File: src/mm2_pkg.sv
// Package: shared types and constants for the modulation matrix with exp2 factor.
`timescale 1ns / 1ps
package mm2_pkg;

  // Configuration register indexes
  localparam logic [2:0] CFG_PITCH_BEND = 3'd0;
  localparam logic [2:0] CFG_MOD_WHEEL  = 3'd1;
  localparam logic [2:0] CFG_BREATH     = 3'd2;
  localparam logic [2:0] CFG_ROUTES     = 3'd3;
  localparam logic [2:0] CFG_KEY_CENTER = 3'd4;

  // Item kinds carried on in_tuser
  localparam logic FUNC_WRITE = 1'b0;
  localparam logic FUNC_EVAL  = 1'b1;

  // Source codes
  localparam logic [3:0] SRC_CONST  = 4'd0;
  localparam logic [3:0] SRC_KEY    = 4'd1;
  localparam logic [3:0] SRC_BEND   = 4'd2;
  localparam logic [3:0] SRC_LFO1   = 4'd3;
  localparam logic [3:0] SRC_LFO2   = 4'd4;
  localparam logic [3:0] SRC_EG     = 4'd5;
  localparam logic [3:0] SRC_VELO   = 4'd6;
  localparam logic [3:0] SRC_EGVELO = 4'd7;
  localparam logic [3:0] SRC_WHEEL  = 4'd8;
  localparam logic [3:0] SRC_BREATH = 4'd9;

  localparam int MUL_W  = 25;
  localparam int PROD_W = 2 * MUL_W;
  localparam int ACC_W  = 56;

  // Rounding and division by the common denominator 3 * 2^23
  localparam logic signed [ACC_W-1:0] HALF_DENOM = 56'sd12582912;
  localparam logic signed [33:0] DIV_LIMIT = 34'sd196608;
  localparam logic [MUL_W-1:0] RECIP_3 = 25'd349526;  // ceil(2^20 / 3)

  // exp2 polynomial coefficients, Q0.16
  localparam logic [MUL_W-1:0] POLY_C    = 25'd22267;
  localparam logic [MUL_W-1:0] POLY_1MC  = 25'd43269;

  typedef enum logic [3:0] {
    ST_IDLE, ST_SETUP, ST_EGW, ST_ROUTE, ST_RND, ST_DIV, ST_DIVR,
    ST_E1, ST_E2, ST_E3, ST_E4, ST_E5, ST_OUT
  } state_t;

  typedef struct packed {
    logic [3:0]         source;
    logic [4:0]         destination;
    logic signed [16:0] amount;
  } route_t;

  // Input payload, last declared field in the lowest bits
  typedef struct packed {
    logic [6:0]         pad;
    logic [14:0]        eg_value;
    logic signed [15:0] lfo2_value;
    logic signed [15:0] lfo1_value;
    logic [6:0]         velocity;
    logic [6:0]         note;
    logic [4:0]         query_destination;
    logic signed [16:0] route_amount;
    logic [4:0]         route_destination;
    logic [3:0]         route_source;
    logic [4:0]         route_index;
  } in_item_t;

  typedef struct packed {
    logic [5:0]         pad;
    logic               saturated;
    logic [31:0]        mod_factor;
    logic signed [16:0] mod_sum;
  } out_item_t;

endpackage

File: src/mm2_mul.sv
// Shared signed multiplier with a registered product.
`timescale 1ns / 1ps
module mm2_mul (
  input  logic                                 clk,
  input  logic signed [mm2_pkg::MUL_W-1:0]     op_a,
  input  logic signed [mm2_pkg::MUL_W-1:0]     op_b,
  output logic signed [mm2_pkg::PROD_W-1:0]    prod
);

  logic signed [mm2_pkg::PROD_W-1:0] prod_r;

  always_ff @(posedge clk) begin
    prod_r <= op_a * op_b;
  end

  assign prod = prod_r;

endmodule

File: config.mk
export PLATFORM = sky130hd
export DESIGN_NAME = mm2_mul
export DESIGN_NICKNAME = d
export VERILOG_FILES = /design/src/mm2_pkg.sv /design/src/mm2_mul.sv
export SDC_FILE = /design/constraint.sdc
export NUM_CORES = 2
export LEC_CHECK = 0
export BUFFER_PORTS_ARGS = -buffer_cell sky130_fd_sc_hd__buf_2
export CORE_ASPECT_RATIO = 1.2
export CORE_MARGIN = 8
export CORE_UTILIZATION = 35
export DETAILED_ROUTE_END_ITERATION = 16
export PLACE_DENSITY = 0.55
export SLEW_MARGIN = 10
export SYNTH_ARGS = -nofsm -noshare
export SYNTH_HDL_FRONTEND = slang
export SYNTH_SLANG_ARGS = --single-unit
export TNS_END_PERCENT = 10
File: constraint.sdc
create_clock -name clk -period 8.5 [get_ports clk]
set_input_delay 0 -clock clk [delete_from_list [all_inputs] [get_ports clk]]
set_output_delay 0 -clock clk [all_outputs]
set_load 0.05 [all_outputs]
==> metrics.cfg <==
[global_route]
overflow=0
grt.total_usage_pct=17.8
grt_max_degree=27
grt_pass1_vias=19300
grt_pass1_wl_microns=105000
antenna_found_initial=9

[cells_and_area]
fin_util_pct=37.4
nets=3423
drive_gt1_share_pct=4.86
largest_register_ffs=50
syn2layout_area_growth_pct=6.15

[setup_path]
arrival_ps=7250
end_kind=flip-flop
cp.required_ps=8750
cp.depth=23
max_stage_delay_ps=900
cp_max_fo=25
crit_chain=buf_2 > nand2_1 > inv_1 > fa_1 > inv_1 > fa_1 > inv_1 > fa_1 > fa_1 > fa_1 > fa_1 > inv_1 > fa_1 > inv_1 > ha_1 > a21o_1 > a21o_1 > a21oi_1 > o21bai_1 > a2bb2oi_1 > o41ai_2 > o41a_1 > xor2_1
cp_slowest_cell=fa_1
cp_num_buf_inv=6
path_delay_family=adder cells
crit_type=input pin to flip-flop
setup.worst_path.start_class=input pin
crit_top_cell=fa_1

[sta]
timing.final.hold_violations=0
relSlewSlack_pct=34.5
fin_crit_sh_pct=82.4
min_period_ps=7000
whs_ps=160
setup_violations=0
maxClockFrequency_mhz=143
drv_slew=0
finalSetupTns_ps=0
rsz0062_at_grt=false
fin_ws_ps=1500
tightest_slew_ps=980

[clock_network]
ctsResizeCount=0
holdBufCountCts=0
h-tree-depth=2
cts_buffers=5
clock_sinks=50
cts_tree=yes
clock-root-buffer=clkbuf_16
path_clk_slew_ps=100
post_cts_buffers=0
cts_buffer_depth=2

[yosys]
ys_seq_elements=50
synth_warnings=0
synth_top_cell_area_share_pct=54.8
synth_edf_count=0
ys_seq_area_share_pct=4.17
synth_top_cell_by_area=fa_1
syn-instance-count=2562
synth_area_leaders=fa_1, inv_1, and2_1
synth_common_cells=inv_1, fa_1, and2_1
synth_fp_nets=3412
syn-cell-area_sq_um=24000
ys_async_sr_fraction_pct=0
synth_most_common_cell=inv_1
syn_area_per_cell_sq_um=9.38
ys.flop_type=dfxtp_1
synth_cell_types=48

[die]
core_sq_um=68200
die_height_microns=303
boundaryPins=101
std_cell_rows=105
die_x_microns=255
start_util_pct=35.2
dieArea_sq_um=77300

[min_path]
hold_class=input pin to flip-flop
whs_path_depth=2

[placed_design]
place_ws_ps=1080
hpwl_microns=54800
gp_congestion=0.854
portBuffers=100

[detailed_routing]
wl_per_cell_microns=18.8
wirelength_microns=65600
via_count=16700
vias_per_cell=4.79
drc_errors=0
drt_pass1_iterations=6
drt-initial-drc-count=737
ant_nets=0

[run]
drv_cap=0

[outcome]
run_status=complete, no violations

[cells by family (layout without fill, tap and decap cells)]
family                     after synthesis  count (layout)  share of synthesized area [%]
xor gates and xnor gates                58              58                           2.11
adders and majority gates              799             799                           62.2
AOI/OAI and AO/OA                      137             137                           3.94
buffers and inverters                  803             815                           12.5
and+or+nand+nor                        714             714                           15.0
muxes                                    1               1                         0.0469
other                                    0               6                              0
DFF                                     50              50                           4.17
[placed cells by master, fill, tap and decap left out, types with 3 or more instances in the layout]
cell type and n:
and2_1 320, o21ai_0 19, nand4_1 8, o21a_1 5
dfxtp_1 50, nand3_1 6, clkbuf_16 5, a211o_1 3
o21ai_1 7, xor2_1 19, a21oi_1 43, a211oi_1 3
buf_2 100, nor2_1 30, o41ai_1 3, fa_1 658
buf_4 8, inv_1 699, a21o_1 22, nor2b_1 21
xnor2_1 39, nand2_1 308, nand2b_1 11, nor3_1 6
diode_2 6, ha_1 141, o21bai_1 7
[metrics by stage]
stage               instances  instance area [sq um]
floorplan                2562                  24000
global placement         3475                  25300
detailed placement       3475                  25300
CTS                      3483                  25500
global route             3483                  25500
finish                   3489                  25500
[area by class of cell]
| type | count | area [sq um] |
|---|---|---|
| antenna | 6 | 15.0 |
| clock buffer | 5 | 125 |
| clock inverter | 3 | 28.8 |
| fill | 6967 | 42700 |
| inverter | 699 | 2620 |
| multi-input combinational | 1709 | 20000 |
| sequential | 50 | 1000 |
| tap | 909 | 1140 |
| timing repair buffer | 108 | 561 |
[metal layers]
metal  share of wire, %  track usage [%]  up-vias
met5              0.058                0        -
li1                   -                -     7280
met4                5.8             9.36        6
met1                 35             18.9     8877
met3                4.0             2.33      157
met2                 55             33.6      398
[worst paths after layout]
kind | end | startpoint
worst max-delay path | prod[47] | op_b[1]
worst min-delay path | prod[0] | op_b[0]
Power is left out: the tool's default activity adds up to more than one toggle a clock period on the data nets, which glitch-free logic cannot reach.
