### config.mk
export PLATFORM = sky130hd
export DESIGN_NAME = mm2_route_ram
export DESIGN_NICKNAME = d
export VERILOG_FILES = /design/src/mm2_pkg.sv /design/src/mm2_route_ram.sv
export SDC_FILE = /design/constraint.sdc
export NUM_CORES = 1
export LEC_CHECK = 0
export ABC_AREA = 0
export ABC_CLOCK_PERIOD_IN_PS = 2200
export BUFFER_PORTS_ARGS = -buffer_cell sky130_fd_sc_hd__buf_2
export CAP_MARGIN = 15
export CORE_MARGIN = 2
export CORE_UTILIZATION = 56
export DETAILED_ROUTE_END_ITERATION = 10
export PLACE_DENSITY = 0.75
export SYNTH_ARGS = -nofsm -noshare
export SYNTH_HDL_FRONTEND = slang
export SYNTH_SLANG_ARGS = --single-unit
### constraint.sdc
create_clock -name clk -period 2.2 [get_ports clk]
set_input_delay 0.11 -clock clk [delete_from_list [all_inputs] [get_ports clk]]
set_output_delay 0.11 -clock clk [all_outputs]
set_load 0.005 [all_outputs]
### src/mm2_pkg.sv
// Package: shared types and constants for the modulation matrix with exp2 factor.
`timescale 1ns / 1ps
package mm2_pkg;

  // Configuration register indexes
  localparam logic [2:0] CFG_PITCH_BEND = 3'd0;
  localparam logic [2:0] CFG_MOD_WHEEL  = 3'd1;
  localparam logic [2:0] CFG_BREATH     = 3'd2;
  localparam logic [2:0] CFG_ROUTES     = 3'd3;
  localparam logic [2:0] CFG_KEY_CENTER = 3'd4;

  // Item kinds carried on in_tuser
  localparam logic FUNC_WRITE = 1'b0;
  localparam logic FUNC_EVAL  = 1'b1;

  // Source codes
  localparam logic [3:0] SRC_CONST  = 4'd0;
  localparam logic [3:0] SRC_KEY    = 4'd1;
  localparam logic [3:0] SRC_BEND   = 4'd2;
  localparam logic [3:0] SRC_LFO1   = 4'd3;
  localparam logic [3:0] SRC_LFO2   = 4'd4;
  localparam logic [3:0] SRC_EG     = 4'd5;
  localparam logic [3:0] SRC_VELO   = 4'd6;
  localparam logic [3:0] SRC_EGVELO = 4'd7;
  localparam logic [3:0] SRC_WHEEL  = 4'd8;
  localparam logic [3:0] SRC_BREATH = 4'd9;

  localparam int MUL_W  = 25;
  localparam int PROD_W = 2 * MUL_W;
  localparam int ACC_W  = 56;

  // Rounding and division by the common denominator 3 * 2^23
  localparam logic signed [ACC_W-1:0] HALF_DENOM = 56'sd12582912;
  localparam logic signed [33:0] DIV_LIMIT = 34'sd196608;
  localparam logic [MUL_W-1:0] RECIP_3 = 25'd349526;  // ceil(2^20 / 3)

  // exp2 polynomial coefficients, Q0.16
  localparam logic [MUL_W-1:0] POLY_C    = 25'd22267;
  localparam logic [MUL_W-1:0] POLY_1MC  = 25'd43269;

  typedef enum logic [3:0] {
    ST_IDLE, ST_SETUP, ST_EGW, ST_ROUTE, ST_RND, ST_DIV, ST_DIVR,
    ST_E1, ST_E2, ST_E3, ST_E4, ST_E5, ST_OUT
  } state_t;

  typedef struct packed {
    logic [3:0]         source;
    logic [4:0]         destination;
    logic signed [16:0] amount;
  } route_t;

  // Input payload, last declared field in the lowest bits
  typedef struct packed {
    logic [6:0]         pad;
    logic [14:0]        eg_value;
    logic signed [15:0] lfo2_value;
    logic signed [15:0] lfo1_value;
    logic [6:0]         velocity;
    logic [6:0]         note;
    logic [4:0]         query_destination;
    logic signed [16:0] route_amount;
    logic [4:0]         route_destination;
    logic [3:0]         route_source;
    logic [4:0]         route_index;
  } in_item_t;

  typedef struct packed {
    logic [5:0]         pad;
    logic               saturated;
    logic [31:0]        mod_factor;
    logic signed [16:0] mod_sum;
  } out_item_t;

endpackage

### src/mm2_route_ram.sv
// Route table memory: one write port, one registered read port.
`timescale 1ns / 1ps
module mm2_route_ram #(
  parameter int DEPTH = 32,
  parameter int AW    = 5
) (
  input  logic               clk,
  input  logic               wr_en,
  input  logic [AW-1:0]      wr_addr,
  input  mm2_pkg::route_t    wr_data,
  input  logic               rd_en,
  input  logic [AW-1:0]      rd_addr,
  output mm2_pkg::route_t    rd_data
);

  mm2_pkg::route_t mem [DEPTH];
  mm2_pkg::route_t rd_data_r;

  always_ff @(posedge clk) begin
    if (wr_en) begin
      mem[wr_addr] <= wr_data;
    end
    if (rd_en) begin
      rd_data_r <= mem[rd_addr];
    end
  end

  assign rd_data = rd_data_r;

endmodule

==> metrics.cfg <==
[outcome]
outcome=finished clean

[critical_path]
reg2reg_to=rd_data[18]
critPathKind=flip-flop to flip-flop
r2r.worst_path.cells=5
worstSetupEndpointType=flip-flop
worstPathCellList=mux2i_1, a22o_1, nor3_1, a31oi_1, nand3_1
regToRegStartpoint=mem[1][18]
critical-path-slowest-cell=sky130_fd_sc_hd__a31oi_1
worstPathRequired_ns=2.54
reg2reg_slack_ns=0.63
arrival_ns=1.90
timing.critical_path.slowest_cell_delay_ns=0.42
critical_path.max_fanout=1
critical_path.startpoint_type=flip-flop

[drt]
final_routed_wirelength_um=76700
first_iter_violations=2039
drtPass1Iterations=6
dr_total_vias=17800
detail-route-antenna-nets=0
number_of_vias_per_cell_after_detailed_routing=6.25
routed_wire_length_per_instance_um=27.0
drt_drc_violations_left=0

[clocking]
cts-htree-levels=3
cts.root.buffer_cell=sky130_fd_sc_hd__clkbuf_16
cts_inserted_buffers=81
max-clock-path-buffers=3
clock_insertion_delay_worst_skew_ns=0.62
post-cts-setup-buffers=0
clkSlewWorstSetupHoldPaths_ns=0.07
tritoncts=built
cts_sinks=858

[timing]
post-route-period-util_pct=71.2
period_minus_slack_ns=1.57
achievable-frequency_mhz=639
worst-slew-pin-transition_ns=0.837
clock_skew_ns=0.0207
timing.setup.tns_ns=0
setup_violations=0
pins_over_their_slew_limit=0
final_hold_viol_count=0
hold_slack_ns=0.0267
grt_setup_unrepaired=false
relSlewSlack_pct=44.2

[synth]
synth_seq_cells=858
synth-adder-area-share_pct=0
syn_area_um2=33200
synth_enable_flop_cells=858
synth_top_cell_area_share_pct=77.6
synth_cell_types=23
synth_top_family_by_area=multiplexers
postSynthAreaPerCell_um2=18.0
synth_compound_gate_area_share_pct=4.80
synth_flop_cell=sky130_fd_sc_hd__edfxtp_1
synthMostInstantiatedCell=sky130_fd_sc_hd__edfxtp_1
synth-simple-area-share_pct=3.21
post_synth_most_frequent_cells=858 x sky130_fd_sc_hd__edfxtp_1, 416 x sky130_fd_sc_hd__mux2i_1, 80 x sky130_fd_sc_hd__nand2_1, 80 x sky130_fd_sc_hd__nand3_1
synthMuxAreaShare_pct=12.5
synth_area_leaders=sky130_fd_sc_hd__edfxtp_1 78%, sky130_fd_sc_hd__mux2i_1 13%, sky130_fd_sc_hd__a22oi_1 1.8%, sky130_fd_sc_hd__a22o_1 1.4%, sky130_fd_sc_hd__nand3_1 1.2%
synth-warning-count=0
postSynth.asyncResetShare_pct=0
synth-xor-area-share_pct=0
mappedNetlistNets=1887
post-synth-top-area-cell=sky130_fd_sc_hd__edfxtp_1
fraction_of_the_yosys_area_taken_by_sequential_cells_pct=77.6
instance_count_of_the_mapped_netlist=1848

[min_path]
hold-path-cell-count=1
hold_path_startpoint=wr_data[10]
holdPathEnd=mem[1][10]
hold_path_class=input pin to flip-flop

[finish]
share_of_cells_above_drive_strength_1_pct=16.1
area.growth.synth_to_final_pct=15.0
nets=2043
postLayoutCellArea_um2=38200

[power_and_ir_drop]
irDropWorstVdd_mv=0.588
internal_power_mw=26.7
cellLeakagePower_nw=13.4
power.share.combinational_pct=5.4
seq_power_share_pct=54.4
net-switching-power_mw=7.02
post-layout-total-power_mw=33.7
netSwitchingFraction_pct=20.8
clock_power_share_pct=40.2
power-per-cell-area_nw_per_um2=882

[grt]
vias_in_the_first_global_route=17500
grt_start_max_net_pins=74
global_route_wire_length_before_repair_um=113000
initial_antenna_violation_count=4
grt_util_met3_pct=5.96
grt_usage_pct=25.4
grt_use_met1_pct=36.9
global_route.usage.met2_pct=38.7
global_route.overflow_total=0
grt-busiest-layer=met2

[run]
number_of_maximum_capacitance_constraint_violations=0

[floorplan]
initial_core_utilization_pct=56.5
floorplan.die_area_um2=61300
core.rowCount=89
dieWidth_um=248
core_um2=58800
chipHeight_um=248
boundaryPins=65

[place]
buffer_ports.inserted=64
gp_routability_congestion=0.838
hpwlAfterDp_um=44100
detailed_place.area_um2=35600

==> final cells by class <==
| cell class | count | area, um^2 |
|---|---|---|
| clock buffers | 97 | 2150 |
| repair buffers | 178 | 1810 |
| multi-input cells | 885 | 7090 |
| fillers | 3890 | 20600 |
| flip-flops and latches | 858 | 25800 |
| diodes | 1 | 2.50 |
| clock inverters | 50 | 435 |
| well taps | 773 | 967 |
==> worst max path at each step <==
stage,to,start,slack (ns),cells past startpoint
3_5_place_dp,rd_data[21],rd_addr[0],0.13,7
4_1_cts,rd_data[24],mem[0][24],0.66,5
6_report,rd_data[18],mem[1][18],0.63,5
2_1_floorplan,mem[12][0],wr_addr[1],-0.08,3
3_3_place_gp,rd_data[24],rd_addr[1],0.15,9
5_1_grt,rd_data[18],mem[1][18],0.51,5
==> stage by stage <==
| stage | setup WS [ns] | utilization [%] | cells |
|---|---|---|---|
| after global routing | 0.507 | 65.0 | 2842 |
| final | 0.635 | 65.0 | 2842 |
| after detailed placement | 0.133 | 60.5 | 2691 |
| after CTS | 0.660 | 65.0 | 2841 |
| after floorplan | -0.0838 | - | 1848 |
| after global placement | 0.151 | 60.5 | 2691 |
==> power by group through the flow <==
stage / Combinational, mW / Clock [mW] / Sequential (mW)
2_1_floorplan: 0.947 / 0 / 18.6
3_3_place_gp: 1.74 / 0 / 18.7
3_5_place_dp: 1.79 / 0 / 18.7
4_1_cts: 1.80 / 13.7 / 18.3
5_1_grt: 1.94 / 14.4 / 18.3
6_report: 1.82 / 13.6 / 18.3
==> state kept, by name, summed over array words and instances, names as in the netlist <==
name / count
mem: 832
rd_data: 26
==> critical path: cells and delay by family, from the launching register on <==
family | cells | cell delay [ns]
AO/OA/AOI/OAI | 2 | 0.58
multiplexers | 1 | 0.15
flip-flops | 1 | 0.37
AND/OR/NAND/NOR | 2 | 0.19
==> cell usage in the layout (no fill, tap or decap), types with 3 or more instances in the layout <==
| cell | count |
|---|---|
| sky130_fd_sc_hd__nor2_4 | 33 |
| sky130_fd_sc_hd__a22oi_1 | 78 |
| sky130_fd_sc_hd__a22o_1 | 52 |
| sky130_fd_sc_hd__clkbuf_1 | 13 |
| sky130_fd_sc_hd__a31oi_1 | 26 |
| sky130_fd_sc_hd__clkbuf_16 | 84 |
| sky130_fd_sc_hd__buf_2 | 63 |
| sky130_fd_sc_hd__clkinvlp_4 | 5 |
| sky130_fd_sc_hd__nor3_1 | 26 |
| sky130_fd_sc_hd__clkinv_1 | 17 |
| sky130_fd_sc_hd__or3b_2 | 3 |
| sky130_fd_sc_hd__bufinv_16 | 7 |
| sky130_fd_sc_hd__edfxtp_1 | 858 |
| sky130_fd_sc_hd__nand3_1 | 80 |
| sky130_fd_sc_hd__dlygate4sd3_1 | 3 |
| sky130_fd_sc_hd__a21oi_1 | 78 |
| sky130_fd_sc_hd__clkinv_2 | 18 |
| sky130_fd_sc_hd__buf_4 | 62 |
| sky130_fd_sc_hd__buf_12 | 49 |
| sky130_fd_sc_hd__mux2i_1 | 416 |
| sky130_fd_sc_hd__nand3b_1 | 5 |
| sky130_fd_sc_hd__nand2_1 | 80 |
==> logic make-up after synthesis <==
family                 Yosys count
AOI/OAI and AO/OA              234
muxes                          416
DFF                            858
and+or+nand+nor                235
buffers and inverters          105
==> layer usage <==
layer,vias up,wire [um]
met5,-,41
met1,9103,32200
li1,7675,-
met4,6,1700
met3,132,7320
met2,848,35500
==> timing repair <==
action | in CTS | in global routing
endpoints found under the hold margin | 47 | 0
hold buffers | 3 | 0
resized for setup | 0 | 0
Note: power is estimated with default switching activity, not from simulation.
